--- src/rtl/albs_pkg.sv ---
`default_nettype none

package albs_pkg;

    // Alarm mode codes
    localparam logic [1:0] MODE_OFF   = 2'd0;
    localparam logic [1:0] MODE_REAL  = 2'd1;
    localparam logic [1:0] MODE_DRILL = 2'd2;

    // Register word indexes on the configuration port
    localparam logic [1:0] REG_LAMP_PERIOD    = 2'd0;
    localparam logic [1:0] REG_BUZZER_PERIOD  = 2'd1;
    localparam logic [1:0] REG_REPORT_HOLDOFF = 2'd2;

    localparam int unsigned PADDR_W = 4;
    localparam int unsigned PDATA_W = 32;

    localparam logic [7:0] LAMP_PERIOD_RST    = 8'd20;
    localparam logic [7:0] BUZZER_PERIOD_RST  = 8'd30;
    localparam logic [7:0] REPORT_HOLDOFF_RST = 8'd50;

    // Melody lengths and notes
    localparam logic [2:0] REAL_STEPS  = 3'd2;
    localparam logic [2:0] DRILL_STEPS = 3'd5;
    localparam logic [3:0] NOTE_SILENT = 4'd0;
    localparam logic [3:0] NOTE_SOL    = 4'd5;
    localparam logic [3:0] NOTE_SI     = 4'd7;

    typedef struct packed {
        logic [1:0]  alarm_mode;
        logic [6:0]  temperature;
        logic [10:0] co2_level;
    } albs_in_t;

    typedef struct packed {
        logic [3:0]  lamp_pattern;
        logic [3:0]  tone_index;
        logic [7:0]  tone_reload;
        logic        report_temp;
        logic        report_co2;
        logic        report_alarm;
        logic [6:0]  reported_temp;
        logic [10:0] reported_co2;
        logic [1:0]  reported_alarm;
    } albs_out_t;

    // Tone timer reload per note; codes above the scale fall back to silent
    function automatic logic [7:0] tone_reload_lut(input logic [3:0] note);
        logic [7:0] val;
        unique case (note)
            4'd0:    val = 8'd1;
            4'd1:    val = 8'd17;
            4'd2:    val = 8'd43;
            4'd3:    val = 8'd66;
            4'd4:    val = 8'd77;
            4'd5:    val = 8'd97;
            4'd6:    val = 8'd114;
            4'd7:    val = 8'd117;
            4'd8:    val = 8'd137;
            default: val = 8'd1;
        endcase
        return val;
    endfunction

endpackage

`default_nettype wire

--- src/rtl/alarm_lamp_buzzer_sequencer.sv ---
`default_nettype none

// Channel   | Direction | Handshake           | Payload
// ----------+-----------+---------------------+----------------------------------
// in        | input     | in_valid / in_stall  | albs_in_t: mode, temp, CO2
// out       | output    | out_valid / out_stall| albs_out_t: lamps, tone, reports
// apb       | input     | psel/penable/pready  | three 8-bit registers at 0x0..0x8
//
// One tick per clock while the output is not stalled: a transfer lands in the input register
// and is written to the result register once that register is empty or being taken. The
// state advances when the input register moves into the result register. A stalled result
// holds; the input register still takes one more tick, after which in_stall follows
// out_stall. Reset clears the valid flags and all tick state and restores the register
// defaults; no clearing pass is needed.
module alarm_lamp_buzzer_sequencer (
    input  wire logic                       clk,
    input  wire logic                       rst_n,
    input  wire logic                       in_valid,
    output      logic                       in_stall,
    input  wire albs_pkg::albs_in_t         in_data,
    output      logic                       out_valid,
    input  wire logic                       out_stall,
    output      albs_pkg::albs_out_t        out_data,
    input  wire logic                       psel,
    input  wire logic                       penable,
    input  wire logic                       pwrite,
    input  wire logic [albs_pkg::PADDR_W-1:0] paddr,
    input  wire logic [albs_pkg::PDATA_W-1:0] pwdata,
    output      logic [albs_pkg::PDATA_W-1:0] prdata,
    output      logic                       pready
);
    import albs_pkg::*;

    // Configuration registers
    logic [7:0] lamp_period_reg;
    logic [7:0] buzzer_period_reg;
    logic [7:0] report_holdoff_reg;
    logic       cfg_write;
    logic [1:0] cfg_word;

    // Pipeline registers
    logic       s1_valid_reg;
    albs_in_t   s1_data_reg;
    logic       out_valid_reg;
    albs_out_t  out_data_reg;
    logic       advance;

    // Tick state
    logic [3:0]  lamp_nibble_reg,   lamp_nibble_next;
    logic [7:0]  lamp_count_reg,    lamp_count_next;
    logic [7:0]  buzzer_count_reg,  buzzer_count_next;
    logic [2:0]  melody_step_reg,   melody_step_next;
    logic [7:0]  holdoff_count_reg, holdoff_count_next;
    logic [6:0]  last_temp_reg,     last_temp_next;
    logic [10:0] last_co2_reg,      last_co2_next;
    logic [1:0]  last_alarm_reg,    last_alarm_next;
    albs_out_t   result_next;

    // ------------------------------------------------------------------
    // APB register file: always ready, word decoded
    // ------------------------------------------------------------------
    assign pready    = 1'b1;
    assign cfg_word  = paddr[3:2];
    assign cfg_write = psel && penable && pwrite && pready;

    always_ff @(posedge clk or negedge rst_n)
    begin
        if (!rst_n)
        begin
            lamp_period_reg    <= LAMP_PERIOD_RST;
            buzzer_period_reg  <= BUZZER_PERIOD_RST;
            report_holdoff_reg <= REPORT_HOLDOFF_RST;
        end
        else if (cfg_write)
        begin
            unique case (cfg_word)
                REG_LAMP_PERIOD:    lamp_period_reg    <= pwdata[7:0];
                REG_BUZZER_PERIOD:  buzzer_period_reg  <= pwdata[7:0];
                REG_REPORT_HOLDOFF: report_holdoff_reg <= pwdata[7:0];
                default:            ;
            endcase
        end
    end

    always_comb
    begin
        unique case (cfg_word)
            REG_LAMP_PERIOD:    prdata = {{(PDATA_W-8){1'b0}}, lamp_period_reg};
            REG_BUZZER_PERIOD:  prdata = {{(PDATA_W-8){1'b0}}, buzzer_period_reg};
            REG_REPORT_HOLDOFF: prdata = {{(PDATA_W-8){1'b0}}, report_holdoff_reg};
            default:            prdata = '0;
        endcase
    end

    // ------------------------------------------------------------------
    // Handshake: the result register frees when empty or taken this cycle
    // ------------------------------------------------------------------
    assign advance   = s1_valid_reg && (!out_valid_reg || !out_stall);
    assign in_stall  = s1_valid_reg && !advance;
    assign out_valid = out_valid_reg;
    assign out_data  = out_data_reg;

    // ------------------------------------------------------------------
    // Tick logic
    // ------------------------------------------------------------------
    always_comb
    begin
        logic       is_real;
        logic [8:0] lamp_inc;
        logic [8:0] buzz_inc;
        logic [2:0] step_inc;
        logic [2:0] step_lim;
        logic [3:0] tone;
        logic       rt;
        logic       rc;
        logic       ra;

        lamp_nibble_next   = lamp_nibble_reg;
        lamp_count_next    = lamp_count_reg;
        buzzer_count_next  = buzzer_count_reg;
        melody_step_next   = melody_step_reg;
        holdoff_count_next = holdoff_count_reg;
        last_temp_next     = last_temp_reg;
        last_co2_next      = last_co2_reg;
        last_alarm_next    = last_alarm_reg;
        tone               = NOTE_SILENT;
        rt                 = 1'b0;
        rc                 = 1'b0;
        ra                 = 1'b0;

        // Mode three behaves as the drill
        is_real  = (s1_data_reg.alarm_mode == MODE_REAL);
        lamp_inc = {1'b0, lamp_count_reg} + 9'd1;
        buzz_inc = {1'b0, buzzer_count_reg} + 9'd1;
        step_inc = melody_step_reg + 3'd1;
        step_lim = is_real ? REAL_STEPS : DRILL_STEPS;

        if (s1_data_reg.alarm_mode != MODE_OFF)
        begin
            // Lamp: toggle lamp 2 for the real alarm, lamp 1 for the drill
            if (lamp_inc >= {1'b0, lamp_period_reg})
            begin
                lamp_count_next  = '0;
                lamp_nibble_next = is_real ? ((lamp_nibble_reg + 4'd2) & 4'h2)
                                           : ((lamp_nibble_reg + 4'd1) & 4'h1);
            end
            else
            begin
                lamp_count_next = lamp_inc[7:0];
            end

            // Buzzer: step the melody, wrap at its length
            if (buzz_inc >= {1'b0, buzzer_period_reg})
            begin
                buzzer_count_next = '0;
                melody_step_next  = (step_inc >= step_lim) ? 3'd0 : step_inc;
            end
            else
            begin
                buzzer_count_next = buzz_inc[7:0];
            end

            if (is_real)
                tone = (melody_step_next != 3'd0) ? NOTE_SI : NOTE_SOL;
            else
                tone = (melody_step_next <= 3'd3) ? ({1'b0, melody_step_next} + 4'd1)
                                                  : NOTE_SOL;
        end
        else
        begin
            buzzer_count_next = '0;
            melody_step_next  = '0;
            lamp_nibble_next  = 4'h1;
        end

        // Rate-limited change reports
        if (holdoff_count_reg == 8'd0)
        begin
            rt = (s1_data_reg.temperature != last_temp_reg);
            rc = (s1_data_reg.co2_level   != last_co2_reg);
            ra = (s1_data_reg.alarm_mode  != last_alarm_reg);
            if (rt) last_temp_next  = s1_data_reg.temperature;
            if (rc) last_co2_next   = s1_data_reg.co2_level;
            if (ra) last_alarm_next = s1_data_reg.alarm_mode;
            if (rt || rc || ra) holdoff_count_next = report_holdoff_reg;
        end
        else
        begin
            holdoff_count_next = holdoff_count_reg - 8'd1;
        end

        result_next.lamp_pattern   = lamp_nibble_next;
        result_next.tone_index     = tone;
        result_next.tone_reload    = tone_reload_lut(tone);
        result_next.report_temp    = rt;
        result_next.report_co2     = rc;
        result_next.report_alarm   = ra;
        result_next.reported_temp  = last_temp_next;
        result_next.reported_co2   = last_co2_next;
        result_next.reported_alarm = last_alarm_next;
    end

    // ------------------------------------------------------------------
    // Control and state
    // ------------------------------------------------------------------
    always_ff @(posedge clk or negedge rst_n)
    begin
        if (!rst_n)
        begin
            s1_valid_reg      <= 1'b0;
            out_valid_reg     <= 1'b0;
            lamp_nibble_reg   <= '0;
            lamp_count_reg    <= '0;
            buzzer_count_reg  <= '0;
            melody_step_reg   <= '0;
            holdoff_count_reg <= '0;
            last_temp_reg     <= '0;
            last_co2_reg      <= '0;
            last_alarm_reg    <= '0;
        end
        else
        begin
            // Input register fills on a transfer, drains on advance
            if (in_valid && !in_stall)
                s1_valid_reg <= 1'b1;
            else if (advance)
                s1_valid_reg <= 1'b0;

            if (advance)
                out_valid_reg <= 1'b1;
            else if (!out_stall)
                out_valid_reg <= 1'b0;

            if (advance)
            begin
                lamp_nibble_reg   <= lamp_nibble_next;
                lamp_count_reg    <= lamp_count_next;
                buzzer_count_reg  <= buzzer_count_next;
                melody_step_reg   <= melody_step_next;
                holdoff_count_reg <= holdoff_count_next;
                last_temp_reg     <= last_temp_next;
                last_co2_reg      <= last_co2_next;
                last_alarm_reg    <= last_alarm_next;
            end
        end
    end

    // Payload registers
    always_ff @(posedge clk)
    begin
        if (in_valid && !in_stall)
            s1_data_reg <= in_data;
        if (advance)
            out_data_reg <= result_next;
    end

    // ------------------------------------------------------------------
    // Assertions
    // ------------------------------------------------------------------
    a_stall_only_when_full: assert property (@(posedge clk) disable iff (!rst_n)
        in_stall |-> (s1_valid_reg && out_valid_reg && out_stall))
        else $error("input stalled with room in the pipeline");

    a_off_lights_lamp1: assert property (@(posedge clk) disable iff (!rst_n)
        (advance && s1_data_reg.alarm_mode == MODE_OFF)
        |=> (out_data.lamp_pattern == 4'h1 && out_data.tone_index == NOTE_SILENT))
        else $error("alarm off did not force lamp 1 and silence");

    a_report_loads_holdoff: assert property (@(posedge clk) disable iff (!rst_n)
        (advance && (result_next.report_temp || result_next.report_co2
                     || result_next.report_alarm))
        |=> (holdoff_count_reg == $past(report_holdoff_reg)))
        else $error("report did not reload the holdoff counter");

    a_reload_matches_tone: assert property (@(posedge clk) disable iff (!rst_n)
        out_valid |-> (out_data.tone_reload == tone_reload_lut(out_data.tone_index)))
        else $error("tone reload does not match the note");

endmodule

`default_nettype wire

--- config.mk ---
export PLATFORM = sky130hd
export DESIGN_NAME = alarm_lamp_buzzer_sequencer
export DESIGN_NICKNAME = d
export VERILOG_FILES = /design/src/rtl/albs_pkg.sv /design/src/rtl/alarm_lamp_buzzer_sequencer.sv
export SDC_FILE = /design/constraint.sdc
export NUM_CORES = 1
export LEC_CHECK = 0
export ABC_AREA = 1
export CAP_MARGIN = 20
export CORE_MARGIN = 2
export CORE_UTILIZATION = 55
export CTS_BUF_LIST = sky130_fd_sc_hd__clkbuf_4 sky130_fd_sc_hd__clkbuf_8
export CTS_CLUSTER_DIAMETER = 120
export DETAILED_ROUTE_END_ITERATION = 16
export DONT_BUFFER_PORTS = 1
export PLACE_DENSITY = 0.7
export REMOVE_ABC_BUFFERS = 1
export SYNTH_ARGS = -nofsm -noshare
export SYNTH_HDL_FRONTEND = slang
export SYNTH_SLANG_ARGS = --single-unit
--- constraint.sdc ---
create_clock -name clk -period 3.6 [get_ports clk]
set_input_delay 0.54 -clock clk [delete_from_list [all_inputs] [get_ports clk]]
set_output_delay 0.54 -clock clk [all_outputs]
set_load 0.02 [all_outputs]
==> results of run 1 <==
## synthesized netlist by cell type, types with 3 or more instances
cell type  count
a21oi_1       10
buf_2          4
buf_4         26
clkbuf_1       7
dfrtp_1       68
dfstp_2        9
edfxtp_1      59
ha_1          31
inv_1        121
inv_2          6
nand2_1      201
nand2_4        4
nand3_1       22
nand4_1       10
nor2_1        24
nor2_2         6
nor2_4         4
nor3_2         4
o211ai_1       5
o21ai_0       54
o21ai_1       43
o221ai_1       3
o22ai_1        5
xnor2_1        3
xor2_1        15
## cell families after synthesis
kind of cell             synth area share
other                             0.00108
buffers and inverters               0.106
AO/OA/AOI/OAI                      0.0971
adder cells (fa/ha/maj)            0.0555
XOR/XNOR                           0.0226
flip-flops                          0.531
AND/OR/NAND/NOR                     0.186
## area by class of cell
cell class              instances  area [um2]  share of cell area
clock buffers                  22         278              0.0359
flip-flops and latches        136        3710               0.480
clock inverters                10         128              0.0165
multi-input cells             490        2760               0.357
inverters                     128         482              0.0623
repair buffers                 17         161              0.0209
well taps                     172         215              0.0278
## worst min path at each step
stage,startpoint,to,cells past startpoint
floorplan,rst_n,buzzer_count_reg[0]$_DFFE_PN0P_,0
global placement,rst_n,last_temp_reg[2]$_DFFE_PN0P_,0
detailed placement,rst_n,last_temp_reg[3]$_DFFE_PN0P_,0
CTS,in_data[17],s1_data_reg[17]$_DFFE_PP_,0
global route,in_data[17],s1_data_reg[17]$_DFFE_PP_,0
finish,in_data[17],s1_data_reg[17]$_DFFE_PP_,0
## what timing repair did
| action | 4_1_cts | 5_1_grt |
|---|---|---|
| buffers inserted | 0 | 12 |
| pin swaps | 0 | 13 |
| endpoints found under the setup margin | 2 | 7 |
| hold endpoints to repair | 77 | 0 |
| gates resized for setup | 1 | 33 |
| hold buffers | 2 | 0 |
## per-layer routing
layer  vias up  global-route usage  wire (um)
met5         -                   0          0
met3        24              0.0810        879
li1       2479                   -          -
met4         0              0.0769        212
met1      2298               0.264       6040
met2       128               0.332       6590
## through the flow
stage / worst slack, ns / setup TNS (ns) / power [mW] / instance area, um2
finish: 0.198 / 0 / 6.08 / 7730
global route: -0.0909 / -0.326 / 6.53 / 7730
CTS: 0.0241 / 0 / 5.72 / 7500
detailed placement: -0.0160 / -0.0160 / 4.40 / 7060
global placement: 0.112 / 0 / 4.29 / 7060
floorplan: 0.252 / 0 / 3.95 / 6820
## power by group through the flow
stage | Combinational, mW | Sequential [mW] | Clock (mW)
final | 2.24 | 2.54 | 1.30
after global routing | 2.55 | 2.59 | 1.39
after CTS | 1.87 | 2.54 | 1.32
after detailed placement | 1.83 | 2.57 | 0
after global placement | 1.74 | 2.55 | 0
after floorplan | 1.46 | 2.50 | 0
==> run_results.csv, run 1 <==
group,metric,value,unit
power_and_ir_drop,p_int,3.72,mW
drt,postRouteWirelength,13.7,mm
yosys,ys_ff_latch,136,
clock_tree,cts.sinks,136,
drt,drcViolationCount,0,
layout,syn_to_final_growth,10.7,%
worst_setup_path,path_delay_family,"simple AND/OR/NAND/NOR gates",
yosys,ys.flop_type,"dfrtp_1",
power_and_ir_drop,p_per_area,786,nW/um2
yosys,synth.avg_cell_area,9.08,um2
clock_tree,cts_max_level,4,
floorplanning,initial_core_util,0.558,
power_and_ir_drop,power.switching,2.36,mW
power_and_ir_drop,p_clk_frac,0.213,
worst_setup_path,reg2reg_depth,25,
timing,fmax,294,MHz
power_and_ir_drop,ir_worst_vdd,323,uV
placed_design,place_inst,929,
run_status,run_status,"completed",
global_routing,first_global_vias,4689,
drt,antenna_left,0,
min_path,min_path_type,"input port to flip-flop",
worst_setup_path,cp-endpoint,"out_data[25]$_SDFFCE_PP0P_",
layout,n_antenna_cell,0,
drt,vias,4929,
worst_setup_path,slowest_delay,0.38,ns
yosys,synth_top_area_share,0.254,
timing,skew,0.0116,ns
yosys,yosys.area.top_type,"edfxtp_1",
worst_setup_path,r2r_setup_slack,0.20,ns
yosys,yosysSeqAreaShare,0.531,
placed_design,dp_hpwl,9.33,mm
clock_tree,cts_buffer_depth,2,
timing,maxSlewHeadroom,0.342,
yosys,async_reset_ff_frac,0.566,
yosys,syn_area,6980,um2
yosys,synth.distinct_cells,43,
clock_tree,numCtsBuffers,17,
timing,min_period,3.40,ns
timing,final-hold-violation-count,0,
global_routing,grt_overflow,0,
layout,fill_cells,1063,
layout,finalNonFillerCells,975,
timing,worst_pin_slew,0.988,ns
floorplanning,die_h,117,um
clock_tree,worst_skew_pair.late_latency,0.47,ns
global_routing,grt_pass1_wl,21.9,mm
timing,finalSetupViolCount,0,
global_routing,grt_max_degree,92,
timing,fin_crit_sh,0.945,
layout,mostFrequentLayoutCells,"nand2_1 (193), inv_1 (117), dfrtp_1 (68)",
power_and_ir_drop,p_seq_frac,0.418,
worst_setup_path,critPathKind,"flip-flop to flip-flop",
global_routing,antenna_found_initial,0,
layout,drive_gt1_frac,0.139,
power_and_ir_drop,leakage,3.58,nW
worst_setup_path,crit_required,3.82,ns
worst_setup_path,r2r_start,"buzzer_count_reg[0]$_DFFE_PN0P_",
worst_setup_path,critPathCaptureType,"flip-flop",
layout,largest_reg_flops,39,
power_and_ir_drop,power.share.combinational,0.369,
yosys,synth_edf_count,59,
floorplanning,core-area,12500,um2
worst_setup_path,crit_slowest_cell,"dfrtp_1",
drt,wl_per_cell,14.1,um
layout,num-nets-final,884,
floorplanning,io-pin-count,137,
floorplanning,num_rows,41,
yosys,synth_warnings,0,
worst_setup_path,crit_start,"buzzer_count_reg[0]$_DFFE_PN0P_",
power_and_ir_drop,netSwitchingFraction,0.388,
floorplanning,dieArea,13600,um2
yosys,synthTopCellsByArea,"edfxtp_1 (25%), dfrtp_1 (24%), nand2_1 (11%)",
placed_design,place.gp.congestion,0.860,
clock_tree,path_clk_slew,0.08,ns
worst_setup_path,crit_path_start_kind,"flip-flop",
worst_setup_path,arrival,3.62,ns
worst_setup_path,worst-path-buf-inv,5,
worst_setup_path,crit_fanout,5,
timing,maxSlewViolCount,0,
layout,final_common_cell,"nand2_1",
yosys,synthCells,769,
timing,whs,0.163,ns
placed_design,io_buffers,0,
drt,viasPerCell,5.06,
drt,drtIter0Drc,322,
global_routing,grt_usage,0.210,
clock_tree,cts_tree,"built",
clock_tree,cts_root_buffer,"clkbuf_8",
layout,fin_util,0.618,
floorplanning,die_w,117,um
drt,drt_pass1_iterations,5,
worst_setup_path,reg2reg_to,"out_data[25]$_SDFFCE_PP0P_",
worst_setup_path,crit_cells,25,
run,drv_cap,0,
No activity file was read; power rests on OpenSTA's default activity.
==> run 2: changes to the inputs <==
Settings changed: BUFFER_PORTS_ARGS set to -buffer_cell sky130_fd_sc_hd__buf_2, CORE_UTILIZATION 55 to 32, DONT_BUFFER_PORTS 1 to unset, PLACE_DENSITY 0.7 to unset.
==> run_results.csv, run 2 (same netlist as run 1, synthesis figures left out) <==
group,metric,value,unit
run_status,run_status,"completed",
worst_setup_path,reg2reg_to,"out_data[25]$_SDFFCE_PP0P_",
global_routing,grt_pass1_wl,22.9,mm
global_routing,antenna_found_initial,0,
worst_setup_path,arrival,3.49,ns
timing,fmax,304,MHz
clock_tree,cts_buffer_depth,2,
run,drv_cap,0,
timing,fin_tns_setup,0,ns
drt,wl_per_cell,12.3,um
drt,viasPerCell,4.35,
timing,maxSlewHeadroom,0.397,
global_routing,grt_overflow,0,
global_routing,first_global_vias,4710,
clock_tree,cts.sinks,136,
drt,drcViolationCount,0,
timing,worst_pin_slew,0.903,ns
worst_setup_path,crit_top_cell,"nand2_1",
worst_setup_path,crit_slowest_cell,"dfrtp_1",
worst_setup_path,r2r_start,"buzzer_count_reg[1]$_DFFE_PN0P_",
global_routing,grt_max_degree,53,
worst_setup_path,r2r_setup_slack,0.31,ns
timing,maxSlewViolCount,0,
floorplanning,core-area,21600,um2
layout,fin_area,8080,um2
floorplanning,initial_core_util,0.323,
power_and_ir_drop,leakage,3.86,nW
timing,rsz0062_at_grt,"yes",
worst_setup_path,cp-endpoint,"out_data[25]$_SDFFCE_PP0P_",
floorplanning,die_h,152,um
placed_design,dp_slack,0.0796,ns
floorplanning,io-pin-count,137,
placed_design,dp_hpwl,10.2,mm
placed_design,place_inst,1128,
worst_setup_path,crit_required,3.80,ns
drt,drtIter0Drc,215,
placed_design,place.gp.congestion,0.788,
clock_tree,cts_tree,"built",
timing,timing.final.ws_setup,0.313,ns
layout,num-nets-final,962,
drt,antenna_left,0,
drt,highest_layer,"met4",
worst_setup_path,reg2reg_depth,25,
drt,m1WireLength,7.09,mm
clock_tree,cts_root_buffer,"clkbuf_8",
worst_setup_path,crit_fanout,5,
drt,wl_met2,6.41,mm
worst_setup_path,crit_path_start_kind,"flip-flop",
clock_tree,numCtsBuffers,17,
placed_design,placed_cell_area,7660,um2
power_and_ir_drop,ir_worst_vdd,296,uV
layout,drive_gt1_frac,0.203,
placed_design,io_buffers,85,
floorplanning,num_rows,54,
worst_setup_path,crit_start,"buzzer_count_reg[1]$_DFFE_PN0P_",
drt,drt_pass1_iterations,5,
layout,mostFrequentLayoutCells,"nand2_1 (197), inv_1 (118), buf_2 (84)",
drt,vias,5055,
layout,final_common_cell,"nand2_1",
clock_tree,worst_skew_pair.late_latency,0.45,ns
layout,largest_reg_flops,39,
timing,final-hold-violation-count,0,
worst_setup_path,critPathKind,"flip-flop to flip-flop",
worst_setup_path,crit_cells,25,
layout,finalNonFillerCells,1161,
timing,min_period,3.29,ns
worst_setup_path,critPathCaptureType,"flip-flop",
drt,postRouteWirelength,14.3,mm
worst_setup_path,slowest_delay,0.36,ns
power_and_ir_drop,p_per_area,721,nW/um2
clock_tree,cts_max_level,4,
floorplanning,die_w,152,um
clock_tree,holdBufCountCts,0,
clock_tree,path_clk_slew,0.08,ns
timing,finalSetupViolCount,0,
global_routing,grt_usage,0.129,
min_path,min_path_type,"input port to async pin",
layout,fill_cells,2206,
layout,n_antenna_cell,0,
timing,whs,0.134,ns
worst_setup_path,worst-path-buf-inv,5,
drt,wl_met3,564,um
layout,syn_to_final_growth,15.7,%
timing,fin_crit_sh,0.913,
timing,skew,0.0170,ns
worst_setup_path,path_delay_family,"simple AND/OR/NAND/NOR gates",
floorplanning,dieArea,23000,um2
## run 2: cell count changes in the layout (fill, tap and decap cells not counted), moves of 2 or more
cell | previous run | this run
bufinv_16 | 3 | 1
ha_1 | 24 | 29
buf_6 | 3 | 0
nand2_2 | 9 | 6
clkinv_4 | 0 | 2
inv_8 | 0 | 3
clkinv_2 | 4 | 2
inv_6 | 0 | 3
clkbuf_4 | 4 | 0
nand2_1 | 193 | 197
ha_4 | 5 | 0
buf_2 | 0 | 84
## run 2: worst min path at each step
stage	end	cells after the start	slack (ns)	startpoint
3_3_place_gp	buzzer_period_reg[5]$_DFFE_PN0P_	2	0.47	buzzer_period_reg[5]$_DFFE_PN0P_
2_1_floorplan	buzzer_count_reg[0]$_DFFE_PN0P_	0	0.24	rst_n
4_1_cts	buzzer_count_reg[3]$_DFFE_PN0P_	1	0.13	rst_n
5_1_grt	lamp_period_reg[1]$_DFFE_PN0P_	1	0.16	rst_n
3_5_place_dp	report_holdoff_reg[6]$_DFFE_PN0P_	2	0.47	report_holdoff_reg[6]$_DFFE_PN0P_
6_report	lamp_count_reg[3]$_DFFE_PN0P_	1	0.13	rst_n
## run 2: area by class of cell
type / count / area, um2 / share of cell area
clock inverter: 15 / 143 / 0.0176
timing repair buffer: 95 / 503 / 0.0622
clock buffer: 17 / 234 / 0.0289
tap: 280 / 350 / 0.0433
inverter: 128 / 482 / 0.0596
sequential: 136 / 3710 / 0.459
multi-input combinational: 490 / 2660 / 0.329
## run 2: per-layer routing
metal | track usage | vias to the layer above
met2 | 0.202 | 99
li1 | - | 2639
met5 | 0 | -
met4 | 0.0412 | 0
met3 | 0.0335 | 20
met1 | 0.174 | 2297
## run 2: power breakdown
part	switching, mW	internal (mW)
combinational	1.45	0.809
sequential	0.235	2.11
clock	0.671	0.561
## run 2: per-stage QoR
step	utilization	power, mW
global route	0.374	6.35
floorplan	-	3.95
detailed placement	0.354	4.60
global placement	0.354	4.54
finish	0.374	5.83
CTS	0.372	5.85
## run 2: worst register-to-register path, delay by kind of cell (launching register included)
kind                     cells  cell delay, ns
AND/OR/NAND/NOR             15            1.18
flip-flops                   1            0.36
XOR/XNOR                     1            0.15
buffers and inverters        5            0.35
adder cells (fa/ha/maj)      4            1.00
## run 2: repair_timing
item | 4_1_cts | 5_1_grt
endpoints found under the setup margin | 0 | 7
buffers inserted | 0 | 1
gates resized for setup | 0 | 16
